<file path="config.mk">
export PLATFORM = sky130hd
export DESIGN_NAME = lru_key_value_cache_core
export DESIGN_NICKNAME = d
export VERILOG_FILES = /design/src/design/lkvc_pkg.sv /design/src/design/lru_key_value_cache_core.sv /design/src/design/lkvc_ram.sv /design/src/design/lkvc_ctrl.sv
export SDC_FILE = /design/constraint.sdc
export NUM_CORES = 1
export LEC_CHECK = 0
export ABC_AREA = 0
export ABC_CLOCK_PERIOD_IN_PS = 7500
export BUFFER_PORTS_ARGS = -buffer_cell sky130_fd_sc_hd__buf_4
export CORE_MARGIN = 2
export CORE_UTILIZATION = 40
export DETAILED_ROUTE_END_ITERATION = 7
export SETUP_SLACK_MARGIN = 0.5
export SYNTH_ARGS = -nofsm -noshare
export SYNTH_HDL_FRONTEND = slang
export SYNTH_HIERARCHICAL = 1
export SYNTH_SLANG_ARGS = --single-unit
</file>
<file path="constraint.sdc">
create_clock -name clk_i -period 7.5 [get_ports clk_i]
set_input_delay 0 -clock clk_i [delete_from_list [all_inputs] [get_ports clk_i]]
set_output_delay 0 -clock clk_i [all_outputs]
set_load 0.01 [all_outputs]
</file>
<file path="src/design/lkvc_pkg.sv">
// Shared types, constants and helpers of the LRU key-value cache.
package lkvc_pkg;

  localparam int unsigned MAX_ENTRIES = 16;
  localparam int unsigned IDX_W = $clog2(MAX_ENTRIES);
  localparam int unsigned CNT_W = $clog2(MAX_ENTRIES + 1);
  localparam int unsigned RANK_W = IDX_W;
  localparam int unsigned DATA_W = 32;
  localparam int unsigned CAP_W = 5;
  localparam int unsigned CMP_W = (CNT_W > CAP_W) ? CNT_W : CAP_W;
  localparam logic [CAP_W-1:0] CAP_RESET = CAP_W'(16);

  localparam logic KIND_GET = 1'b0;
  localparam logic KIND_PUT = 1'b1;

  typedef struct packed {
    logic                     kind;
    logic signed [DATA_W-1:0] key;
    logic signed [DATA_W-1:0] value;
  } req_t;

  typedef struct packed {
    logic                     found;
    logic signed [DATA_W-1:0] read_value;
    logic                     evicted;
    logic [DATA_W-1:0]        hit_total;
    logic [DATA_W-1:0]        miss_total;
    logic [DATA_W-1:0]        eviction_total;
  } rsp_t;

  typedef struct packed {
    logic [DATA_W-1:0] key;
    logic [DATA_W-1:0] value;
    logic [RANK_W-1:0] rank;
  } entry_t;

  localparam int unsigned ENTRY_W = $bits(entry_t);

  typedef struct packed {
    logic             re;
    logic [IDX_W-1:0] raddr;
    logic             we;
    logic [IDX_W-1:0] waddr;
    entry_t           wdata;
  } mem_cmd_t;

  function automatic logic [DATA_W-1:0] sat_inc(input logic [DATA_W-1:0] c);
    sat_inc = (&c) ? c : c + DATA_W'(1);
  endfunction

endpackage

</file>
<file path="src/design/lru_key_value_cache_core.sv">
// Top level of the LRU key-value cache: configuration, entry memory and result register.
//
//  Channel  Direction  Handshake                 Payload
//  in       sink       in_valid_i / in_ready_o   in_req_i (req_t)
//  out      source     out_valid_o / out_ready_i out_rsp_o (rsp_t)
//  cfg      sink       cfg_valid_i / cfg_ready_o cfg_capacity_i
//
// A get that misses makes a single pass over the entry memory; every other request makes
// two passes over the entry memory, a scan and an update, one read and one write per cycle.
// Reset clears all entries at once through their valid bits; no sweep is needed.
// A finished result waits in the output register while the next request is accepted;
// the sequencer holds its following result until that register is free.
module lru_key_value_cache_core import lkvc_pkg::*; (
  input  logic             clk_i,
  input  logic             rst_ni,
  input  logic             in_valid_i,
  output logic             in_ready_o,
  input  req_t             in_req_i,
  output logic             out_valid_o,
  input  logic             out_ready_i,
  output rsp_t             out_rsp_o,
  input  logic             cfg_valid_i,
  output logic             cfg_ready_o,
  input  logic [CAP_W-1:0] cfg_capacity_i
);

  logic [CAP_W-1:0] cap_q;
  logic             out_valid_q;
  rsp_t             out_q;
  mem_cmd_t         mem_cmd;
  logic [ENTRY_W-1:0] mem_rdata;
  entry_t           rd_entry;
  logic             res_valid;
  logic             res_ready;
  rsp_t             res;

  assign cfg_ready_o = 1'b1;

  always_ff @(posedge clk_i or negedge rst_ni) begin
    if (!rst_ni) begin
      cap_q <= CAP_RESET;
    end else if (cfg_valid_i) begin
      cap_q <= cfg_capacity_i;
    end
  end

  lkvc_ram #(
    .DEPTH (MAX_ENTRIES),
    .WIDTH (ENTRY_W)
  ) u_ram (
    .clk_i   (clk_i),
    .re_i    (mem_cmd.re),
    .raddr_i (mem_cmd.raddr),
    .rdata_o (mem_rdata),
    .we_i    (mem_cmd.we),
    .waddr_i (mem_cmd.waddr),
    .wdata_i (mem_cmd.wdata)
  );

  assign rd_entry = mem_rdata;

  lkvc_ctrl u_ctrl (
    .clk_i       (clk_i),
    .rst_ni      (rst_ni),
    .in_valid_i  (in_valid_i),
    .in_ready_o  (in_ready_o),
    .in_req_i    (in_req_i),
    .capacity_i  (cap_q),
    .mem_cmd_o   (mem_cmd),
    .mem_rdata_i (rd_entry),
    .res_valid_o (res_valid),
    .res_ready_i (res_ready),
    .res_o       (res)
  );

  assign res_ready = !out_valid_q || out_ready_i;

  always_ff @(posedge clk_i or negedge rst_ni) begin
    if (!rst_ni) begin
      out_valid_q <= 1'b0;
    end else if (res_ready) begin
      out_valid_q <= res_valid;
    end
  end

  always_ff @(posedge clk_i) begin
    if (res_valid && res_ready) begin
      out_q <= res;
    end
  end

  assign out_valid_o = out_valid_q;
  assign out_rsp_o   = out_q;

endmodule

</file>
<file path="src/design/lkvc_ram.sv">
// Simple dual-port synchronous RAM with registered read.
module lkvc_ram #(
  parameter int unsigned DEPTH = 16,
  parameter int unsigned WIDTH = 8
) (
  input  logic                     clk_i,
  input  logic                     re_i,
  input  logic [$clog2(DEPTH)-1:0] raddr_i,
  output logic [WIDTH-1:0]         rdata_o,
  input  logic                     we_i,
  input  logic [$clog2(DEPTH)-1:0] waddr_i,
  input  logic [WIDTH-1:0]         wdata_i
);

  logic [WIDTH-1:0] mem [DEPTH];

  always_ff @(posedge clk_i) begin
    if (we_i) begin
      mem[waddr_i] <= wdata_i;
    end
  end

  always_ff @(posedge clk_i) begin
    if (re_i) begin
      rdata_o <= mem[raddr_i];
    end
  end

endmodule

</file>
<file path="src/design/lkvc_ctrl.sv">
// Sequencer that scans the entry memory, decides the outcome and, unless a get misses, rewrites the entries and ranks.
module lkvc_ctrl import lkvc_pkg::*; (
  input  logic             clk_i,
  input  logic             rst_ni,
  input  logic             in_valid_i,
  output logic             in_ready_o,
  input  req_t             in_req_i,
  input  logic [CAP_W-1:0] capacity_i,
  output mem_cmd_t         mem_cmd_o,
  input  entry_t           mem_rdata_i,
  output logic             res_valid_o,
  input  logic             res_ready_i,
  output rsp_t             res_o
);

  localparam logic [2:0] ST_IDLE   = 3'd0;
  localparam logic [2:0] ST_SCAN   = 3'd1;
  localparam logic [2:0] ST_DECIDE = 3'd2;
  localparam logic [2:0] ST_UPDATE = 3'd3;
  localparam logic [2:0] ST_DONE   = 3'd4;

  localparam logic [CNT_W-1:0] CNT_END = CNT_W'(MAX_ENTRIES);
  localparam logic [CMP_W-1:0] CAP_MAX = CMP_W'(MAX_ENTRIES);

  logic [2:0]             state_q, state_d;
  logic [CNT_W-1:0]       cnt_q, cnt_d;
  logic                   rvalid_q, rvalid_d;
  logic [IDX_W-1:0]       ridx_q, ridx_d;
  logic [MAX_ENTRIES-1:0] vld_q, vld_d;
  logic [CNT_W-1:0]       occ_q, occ_d;
  logic [DATA_W-1:0]      hit_cnt_q, hit_cnt_d;
  logic [DATA_W-1:0]      miss_cnt_q, miss_cnt_d;
  logic [DATA_W-1:0]      evc_cnt_q, evc_cnt_d;
  logic                   hit_q, hit_d;
  logic                   vic_found_q, vic_found_d;
  logic                   free_found_q, free_found_d;
  logic                   ins_q, ins_d;

  req_t                   req_q, req_d;
  logic [IDX_W-1:0]       hit_idx_q, hit_idx_d;
  logic [RANK_W-1:0]      hit_rank_q, hit_rank_d;
  logic [DATA_W-1:0]      hit_val_q, hit_val_d;
  logic [IDX_W-1:0]       vic_idx_q, vic_idx_d;
  logic [RANK_W-1:0]      vic_rank_q, vic_rank_d;
  logic [IDX_W-1:0]       free_idx_q, free_idx_d;
  logic [IDX_W-1:0]       tgt_idx_q, tgt_idx_d;
  logic                   found_q, found_d;
  logic [DATA_W-1:0]      read_val_q, read_val_d;
  logic                   evicted_q, evicted_d;

  logic                   issue;
  logic                   cur_vld;
  logic [CMP_W-1:0]       cap_ext;
  logic [CMP_W-1:0]       eff_cap;
  logic                   evict;
  logic [IDX_W-1:0]       slot;
  entry_t                 wdata;
  logic                   we;

  assign issue   = ((state_q == ST_SCAN) || (state_q == ST_UPDATE)) && (cnt_q != CNT_END);
  assign cur_vld = vld_q[ridx_q];
  assign cap_ext = CMP_W'(capacity_i);
  assign eff_cap = (cap_ext == '0) ? CMP_W'(1) : ((cap_ext > CAP_MAX) ? CAP_MAX : cap_ext);
  assign evict   = !hit_q && (req_q.kind == KIND_PUT) && vic_found_q &&
                   (CMP_W'(occ_q) >= eff_cap);
  assign slot    = (evict && (!free_found_q || (vic_idx_q < free_idx_q))) ? vic_idx_q
                                                                          : free_idx_q;

  always_comb begin
    wdata = mem_rdata_i;
    we    = 1'b0;
    if ((state_q == ST_UPDATE) && rvalid_q) begin
      if (ridx_q == tgt_idx_q) begin
        we         = 1'b1;
        wdata.rank = '0;
        if (req_q.kind == KIND_PUT) begin
          wdata.value = req_q.value;
        end
        if (ins_q) begin
          wdata.key = req_q.key;
        end
      end else if (cur_vld) begin
        we = 1'b1;
        if (ins_q || (mem_rdata_i.rank < hit_rank_q)) begin
          wdata.rank = mem_rdata_i.rank + RANK_W'(1);
        end
      end
    end
  end

  assign mem_cmd_o.re    = issue;
  assign mem_cmd_o.raddr = cnt_q[IDX_W-1:0];
  assign mem_cmd_o.we    = we;
  assign mem_cmd_o.waddr = ridx_q;
  assign mem_cmd_o.wdata = wdata;

  always_comb begin
    state_d      = state_q;
    cnt_d        = cnt_q;
    rvalid_d     = issue;
    ridx_d       = cnt_q[IDX_W-1:0];
    vld_d        = vld_q;
    occ_d        = occ_q;
    hit_cnt_d    = hit_cnt_q;
    miss_cnt_d   = miss_cnt_q;
    evc_cnt_d    = evc_cnt_q;
    hit_d        = hit_q;
    vic_found_d  = vic_found_q;
    free_found_d = free_found_q;
    ins_d        = ins_q;
    req_d        = req_q;
    hit_idx_d    = hit_idx_q;
    hit_rank_d   = hit_rank_q;
    hit_val_d    = hit_val_q;
    vic_idx_d    = vic_idx_q;
    vic_rank_d   = vic_rank_q;
    free_idx_d   = free_idx_q;
    tgt_idx_d    = tgt_idx_q;
    found_d      = found_q;
    read_val_d   = read_val_q;
    evicted_d    = evicted_q;

    if (issue) begin
      cnt_d = cnt_q + CNT_W'(1);
    end

    case (state_q)
      ST_IDLE: begin
        if (in_valid_i) begin
          req_d        = in_req_i;
          cnt_d        = '0;
          hit_d        = 1'b0;
          vic_found_d  = 1'b0;
          free_found_d = 1'b0;
          state_d      = ST_SCAN;
        end
      end
      ST_SCAN: begin
        if (rvalid_q) begin
          if (cur_vld && (mem_rdata_i.key == req_q.key) && !hit_q) begin
            hit_d      = 1'b1;
            hit_idx_d  = ridx_q;
            hit_rank_d = mem_rdata_i.rank;
            hit_val_d  = mem_rdata_i.value;
          end
          if (cur_vld && (!vic_found_q || (mem_rdata_i.rank > vic_rank_q))) begin
            vic_found_d = 1'b1;
            vic_idx_d   = ridx_q;
            vic_rank_d  = mem_rdata_i.rank;
          end
          if (!cur_vld && !free_found_q) begin
            free_found_d = 1'b1;
            free_idx_d   = ridx_q;
          end
        end else if (cnt_q == CNT_END) begin
          state_d = ST_DECIDE;
        end
      end
      ST_DECIDE: begin
        cnt_d      = '0;
        found_d    = hit_q;
        read_val_d = ((req_q.kind == KIND_GET) && hit_q) ? hit_val_q : '0;
        evicted_d  = evict;
        tgt_idx_d  = hit_idx_q;
        ins_d      = 1'b0;
        state_d    = ST_UPDATE;
        if (req_q.kind == KIND_GET) begin
          if (hit_q) begin
            hit_cnt_d = sat_inc(hit_cnt_q);
          end else begin
            miss_cnt_d = sat_inc(miss_cnt_q);
            state_d    = ST_DONE;
          end
        end else if (!hit_q) begin
          if (evict) begin
            vld_d[vic_idx_q] = 1'b0;
            evc_cnt_d        = sat_inc(evc_cnt_q);
          end
          vld_d[slot] = 1'b1;
          occ_d       = occ_q - CNT_W'(evict) + CNT_W'(1);
          tgt_idx_d   = slot;
          ins_d       = 1'b1;
        end
      end
      ST_UPDATE: begin
        if (!rvalid_q && (cnt_q == CNT_END)) begin
          state_d = ST_DONE;
        end
      end
      ST_DONE: begin
        if (res_ready_i) begin
          state_d = ST_IDLE;
        end
      end
      default: begin
        state_d = ST_IDLE;
      end
    endcase
  end

  always_ff @(posedge clk_i or negedge rst_ni) begin
    if (!rst_ni) begin
      state_q      <= ST_IDLE;
      cnt_q        <= '0;
      rvalid_q     <= 1'b0;
      vld_q        <= '0;
      occ_q        <= '0;
      hit_cnt_q    <= '0;
      miss_cnt_q   <= '0;
      evc_cnt_q    <= '0;
      hit_q        <= 1'b0;
      vic_found_q  <= 1'b0;
      free_found_q <= 1'b0;
      ins_q        <= 1'b0;
    end else begin
      state_q      <= state_d;
      cnt_q        <= cnt_d;
      rvalid_q     <= rvalid_d;
      vld_q        <= vld_d;
      occ_q        <= occ_d;
      hit_cnt_q    <= hit_cnt_d;
      miss_cnt_q   <= miss_cnt_d;
      evc_cnt_q    <= evc_cnt_d;
      hit_q        <= hit_d;
      vic_found_q  <= vic_found_d;
      free_found_q <= free_found_d;
      ins_q        <= ins_d;
    end
  end

  always_ff @(posedge clk_i) begin
    req_q      <= req_d;
    ridx_q     <= ridx_d;
    hit_idx_q  <= hit_idx_d;
    hit_rank_q <= hit_rank_d;
    hit_val_q  <= hit_val_d;
    vic_idx_q  <= vic_idx_d;
    vic_rank_q <= vic_rank_d;
    free_idx_q <= free_idx_d;
    tgt_idx_q  <= tgt_idx_d;
    found_q    <= found_d;
    read_val_q <= read_val_d;
    evicted_q  <= evicted_d;
  end

  assign in_ready_o           = (state_q == ST_IDLE);
  assign res_valid_o          = (state_q == ST_DONE);
  assign res_o.found          = found_q;
  assign res_o.read_value     = read_val_q;
  assign res_o.evicted        = evicted_q;
  assign res_o.hit_total      = hit_cnt_q;
  assign res_o.miss_total     = miss_cnt_q;
  assign res_o.eviction_total = evc_cnt_q;

  a_occ_matches_valid: assert property (@(posedge clk_i) disable iff (!rst_ni)
    occ_q == CNT_W'($countones(vld_q)))
    else $error("Occupancy disagrees with the valid bits.");

  a_write_only_in_update: assert property (@(posedge clk_i) disable iff (!rst_ni)
    mem_cmd_o.we |-> (state_q == ST_UPDATE))
    else $error("Entry memory written outside the update pass.");

  a_scan_complete: assert property (@(posedge clk_i) disable iff (!rst_ni)
    (state_q == ST_DECIDE) |-> ((cnt_q == CNT_END) && !rvalid_q))
    else $error("Decision taken before the scan finished.");

  a_evict_not_found: assert property (@(posedge clk_i) disable iff (!rst_ni)
    (state_q == ST_DONE) |-> !(evicted_q && found_q))
    else $error("A request both hit and evicted.");

endmodule
</file>
==> summary.txt <==
Global route
  – Vias in the first global route: 30,000
  – Largest net degree at the start of global routing: 141
  – First-pass GRT wire length: 195,000 um
  – GRT Residual Overflow: 0
  – Initial antenna violation count: 7
  – GRT Total Usage: 17.1%

Timing
  – Max Slew Vio Count: 0
  – FMAX: 226 MHz
  – Hold Fails Final Rpt: 0
  – RSZ-0062 raised after global routing: no
  – Crit path time final: 4.43 ns
  – Clock skew: 0.0370 ns
  – Final period util: 59.0%
  – Final TNS setup: 0 ns
  – Slew @ Worst Pin: 1.17 ns
  – Slew HR: 21.6%
  – Fin worst setup slack: 3.07 ns
  – # setup viols final: 0

Placement
  – Routability cong.: 0.783
  – Dpl cells: 5,094
  – I/O Buffers: 206
  – Dpl ws: 3.02 ns
  – Final HPWL from detailed placement: 72,100 um

Clocking
  – CTS root buf: clkbuf_16
  – CTS HTree Levels: 4
  – Clk pin slew, worst setup/hold paths: 0.06 ns
  – Total clock buffers created by CTS: 160
  – Post-CTS setup buffers: 0
  – CTS Hold Buffers Added: 143
  – CTS tree: done
  – CTS Sinks: 1,581
  – Resize count post-CTS: 0
  – CTS Buffer Depth: 3
  – Clk_lat worst skew: 0.79 ns

Yosys
  – Syn_nets: 3,061
  – Flops & latches, synth: 1,581
  – Post-synth EDFFs: 1,441
  – Yosys warnings: 6
  – Syn avg cell area: 20.4 um2
  – Most used DFF post-synth: edfxtp_1
  – Synthesized instance count: 2,959
  – Ys async rst share: 8.60%
  – Seq/Total Area, Yosys: 77.6%
  – Synth Cell Area: 60,200 um2
  – Cell variety after synth: 65

Die
  – # rows: 142
  – Core ar.: 150,000 um2
  – Initial Util: 40.3%
  – I/O pin count: 208
  – Die area: 154,000 um2
  – Die Ht: 392 um
  – Die X-Extent: 392 um

Worst setup path
  – Cell repeated most along the worst path: mux2i_1
  – CP max-delay cell: dfxtp_1
  – Register-to-Register Path Depth: 7
  – Crit path required time: 7.91 ns
  – Worst R2R Start: u_ctrl/ridx_q[0]$_DFF_P_
  – Worst Setup Start Kind: register
  – CP top delay family: simple AND/OR/NAND/NOR gates
  – Worst path cell trace: mux4_2, mux2i_1, mux2i_1, a21o_1, or3b_2, nor2_4, buf_4
  – CP max FO: 43
  – Max incr delay on CP: 0.88 ns
  – Crit end category: register
  – Reg2reg end: u_ram/mem[3][42]$_DFFE_PP_
  – R2R setup slack: 3.07 ns
  – Critical Setup Path Class: register to register
  – Worst Path Arrival: 4.83 ns
  – Number of buffer and inverter stages on the critical path: 1

Power and ir drop
  – Peak supply drop: 0.000351 V
  – Pwr dens: 341 nW/um2
  – Leak: 0.0239 uW
  – Pwr Total: 24,200 uW

Min path
  – Hold Path End: u_ctrl/req_q[1]$_DFFE_PP_
  – Worst hold path depth: 2
  – Hold wc startpoint: in_req_i[1]
  – Tightest Hold Check Type: input port to register

Route
  – # DRC: 0
  – Post-DR wirelength/cell: 23.6 um
  – Via count: 29,500
  – Final WL: 131,000 um
  – Pre-antenna DRT Iters: 5
  – Vias per cell: 5.32
  – Initial DRC Count: 2,417
  – Antenna-violating nets left: 0

Layout
  – Most frequent cells in the layout: edfxtp_1 (1,441), mux4_2 (276), buf_4 (249)
  – Fraction of layout cells with a size suffix above 1: 24.5%
  – Post-Layout Cell Count: 5,537
  – Nets: 3,485
  – Final core utilization: 47.3%
  – Area grow syn2layout: 17.5%
  – Commonest non-fill, non-tap cell in the layout: edfxtp_1

Job
  – Max_cap viols: 0

Run status
  – Status: complete, no violations
## power breakdown
group	switching (uW)	internal (uW)
combinational	2950	2030
sequential	374	11100
clock	3350	4380
## worst max-delay path by stage
stage,from,end,slack (ns),cells past startpoint
finish,u_ctrl/ridx_q[0]$_DFF_P_,u_ram/mem[3][42]$_DFFE_PP_,3.07,7
global route,u_ctrl/ridx_q[0]$_DFF_P_,u_ram/mem[3][42]$_DFFE_PP_,2.84,7
CTS,u_ctrl/ridx_q[0]$_DFF_P_,u_ram/mem[1][44]$_DFFE_PP_,3.03,7
detailed placement,u_ctrl/ridx_q[0]$_DFF_P_,u_ram/mem[1][48]$_DFFE_PP_,3.02,7
global placement,u_ctrl/ridx_q[0]$_DFF_P_,u_ram/mem[1][42]$_DFFE_PP_,3.06,7
floorplan,u_ctrl/state_q[2]$_DFFE_PN0P_,u_ram/mem[12][0]$_DFFE_PP_,0.51,10
## metrics by stage
step | instance area, um2 | hold slack [ns]
CTS | 70800 | 0.00333
finish | 70800 | 0.0420
global placement | 64200 | 0.0496
detailed placement | 64200 | 0.0500
floorplan | 60200 | -0.296
global route | 70800 | 0.0223
## cells by family (layout without fill, tap and decap cells)
logic type | after synthesis | in the layout | share of synthesized area [%]
fa+ha+maj | 27 | 27 | 0.561
compound gates | 215 | 215 | 2.65
buf+inv | 165 | 723 | 1.26
other cells | 1 | 5 | 0.00623
mux | 355 | 355 | 11.8
flops | 1581 | 1581 | 77.6
simple gates | 483 | 483 | 4.19
xor+xnor | 132 | 132 | 1.92
## cell type report
class	count	area, um2
repair buffers	396	3390
clock buffers	210	4250
clock inverters	86	842
flip-flops and latches	1581	46800
fillers	12400	78800
well taps	2016	2520
diodes	4	10.0
multi-input cells	1213	12900
inverters	31	119
## worst register-to-register path, cell delays in order (launching register included)
cell	delay (ns)
dfxtp_1	0.88
mux4_2	0.38
mux2i_1	0.09
mux2i_1	0.39
a21o_1	0.25
or3b_2	0.60
nor2_4	0.68
buf_4	0.76
## layer usage
layer	share of wire, %	up-vias	track usage [%]	wire (um)
met5	0.019	-	0	25
li1	-	12900	-	-
met1	44	15500	24.2	58100
met2	48	846	27.1	62500
met4	1.9	4	4.46	2490
met3	5.8	186	3.21	7560
## synthesized netlist by cell type (7+ instances only)
cell type | count | area (um2)
nor3_1 | 49 | 245
a22oi_1 | 136 | 1020
or3_1 | 12 | 75.1
buf_2 | 38 | 190
xnor2_1 | 71 | 622
o21ai_0 | 8 | 40.0
nor2b_1 | 9 | 56.3
nand2b_1 | 14 | 87.6
nor4_1 | 17 | 106
nand3_1 | 49 | 245
a21o_1 | 7 | 52.6
dfrtp_1 | 135 | 3380
xor2_1 | 61 | 534
a221o_1 | 13 | 130
a21oi_1 | 18 | 90.1
ha_1 | 27 | 338
inv_1 | 31 | 116
nand2_1 | 138 | 518
mux4_2 | 276 | 6220
and4_1 | 10 | 87.6
mux2_2 | 74 | 833
nand4_1 | 48 | 300
and2_1 | 45 | 282
buf_4 | 17 | 128
edfxtp_1 | 1441 | 43300
nor2_1 | 55 | 206
and3_1 | 10 | 62.6
clkbuf_1 | 71 | 267
## registers in the layout, indices dropped and copies added, names as in the netlist, 3 cells and up
register / flops
u_ram/rdata_o: 68
u_ctrl/vld_q: 16
u_ctrl/hit_rank_q: 4
u_ctrl/read_val_q: 32
out_rsp_o: 130
cap_q: 5
u_ram/mem: 1088
u_ctrl/vic_rank_q: 4
u_ctrl/tgt_idx_q: 4
u_ctrl/hit_idx_q: 4
u_ctrl/free_idx_q: 4
u_ctrl/req_q: 65
u_ctrl/cnt_q: 5
u_ctrl/evc_cnt_q: 32
u_ctrl/vic_idx_q: 4
u_ctrl/hit_val_q: 32
u_ctrl/occ_q: 5
u_ctrl/ridx_q: 4
u_ctrl/miss_cnt_q: 32
u_ctrl/hit_cnt_q: 32
u_ctrl/state_q: 3
Power figures use the tool's default switching activity.
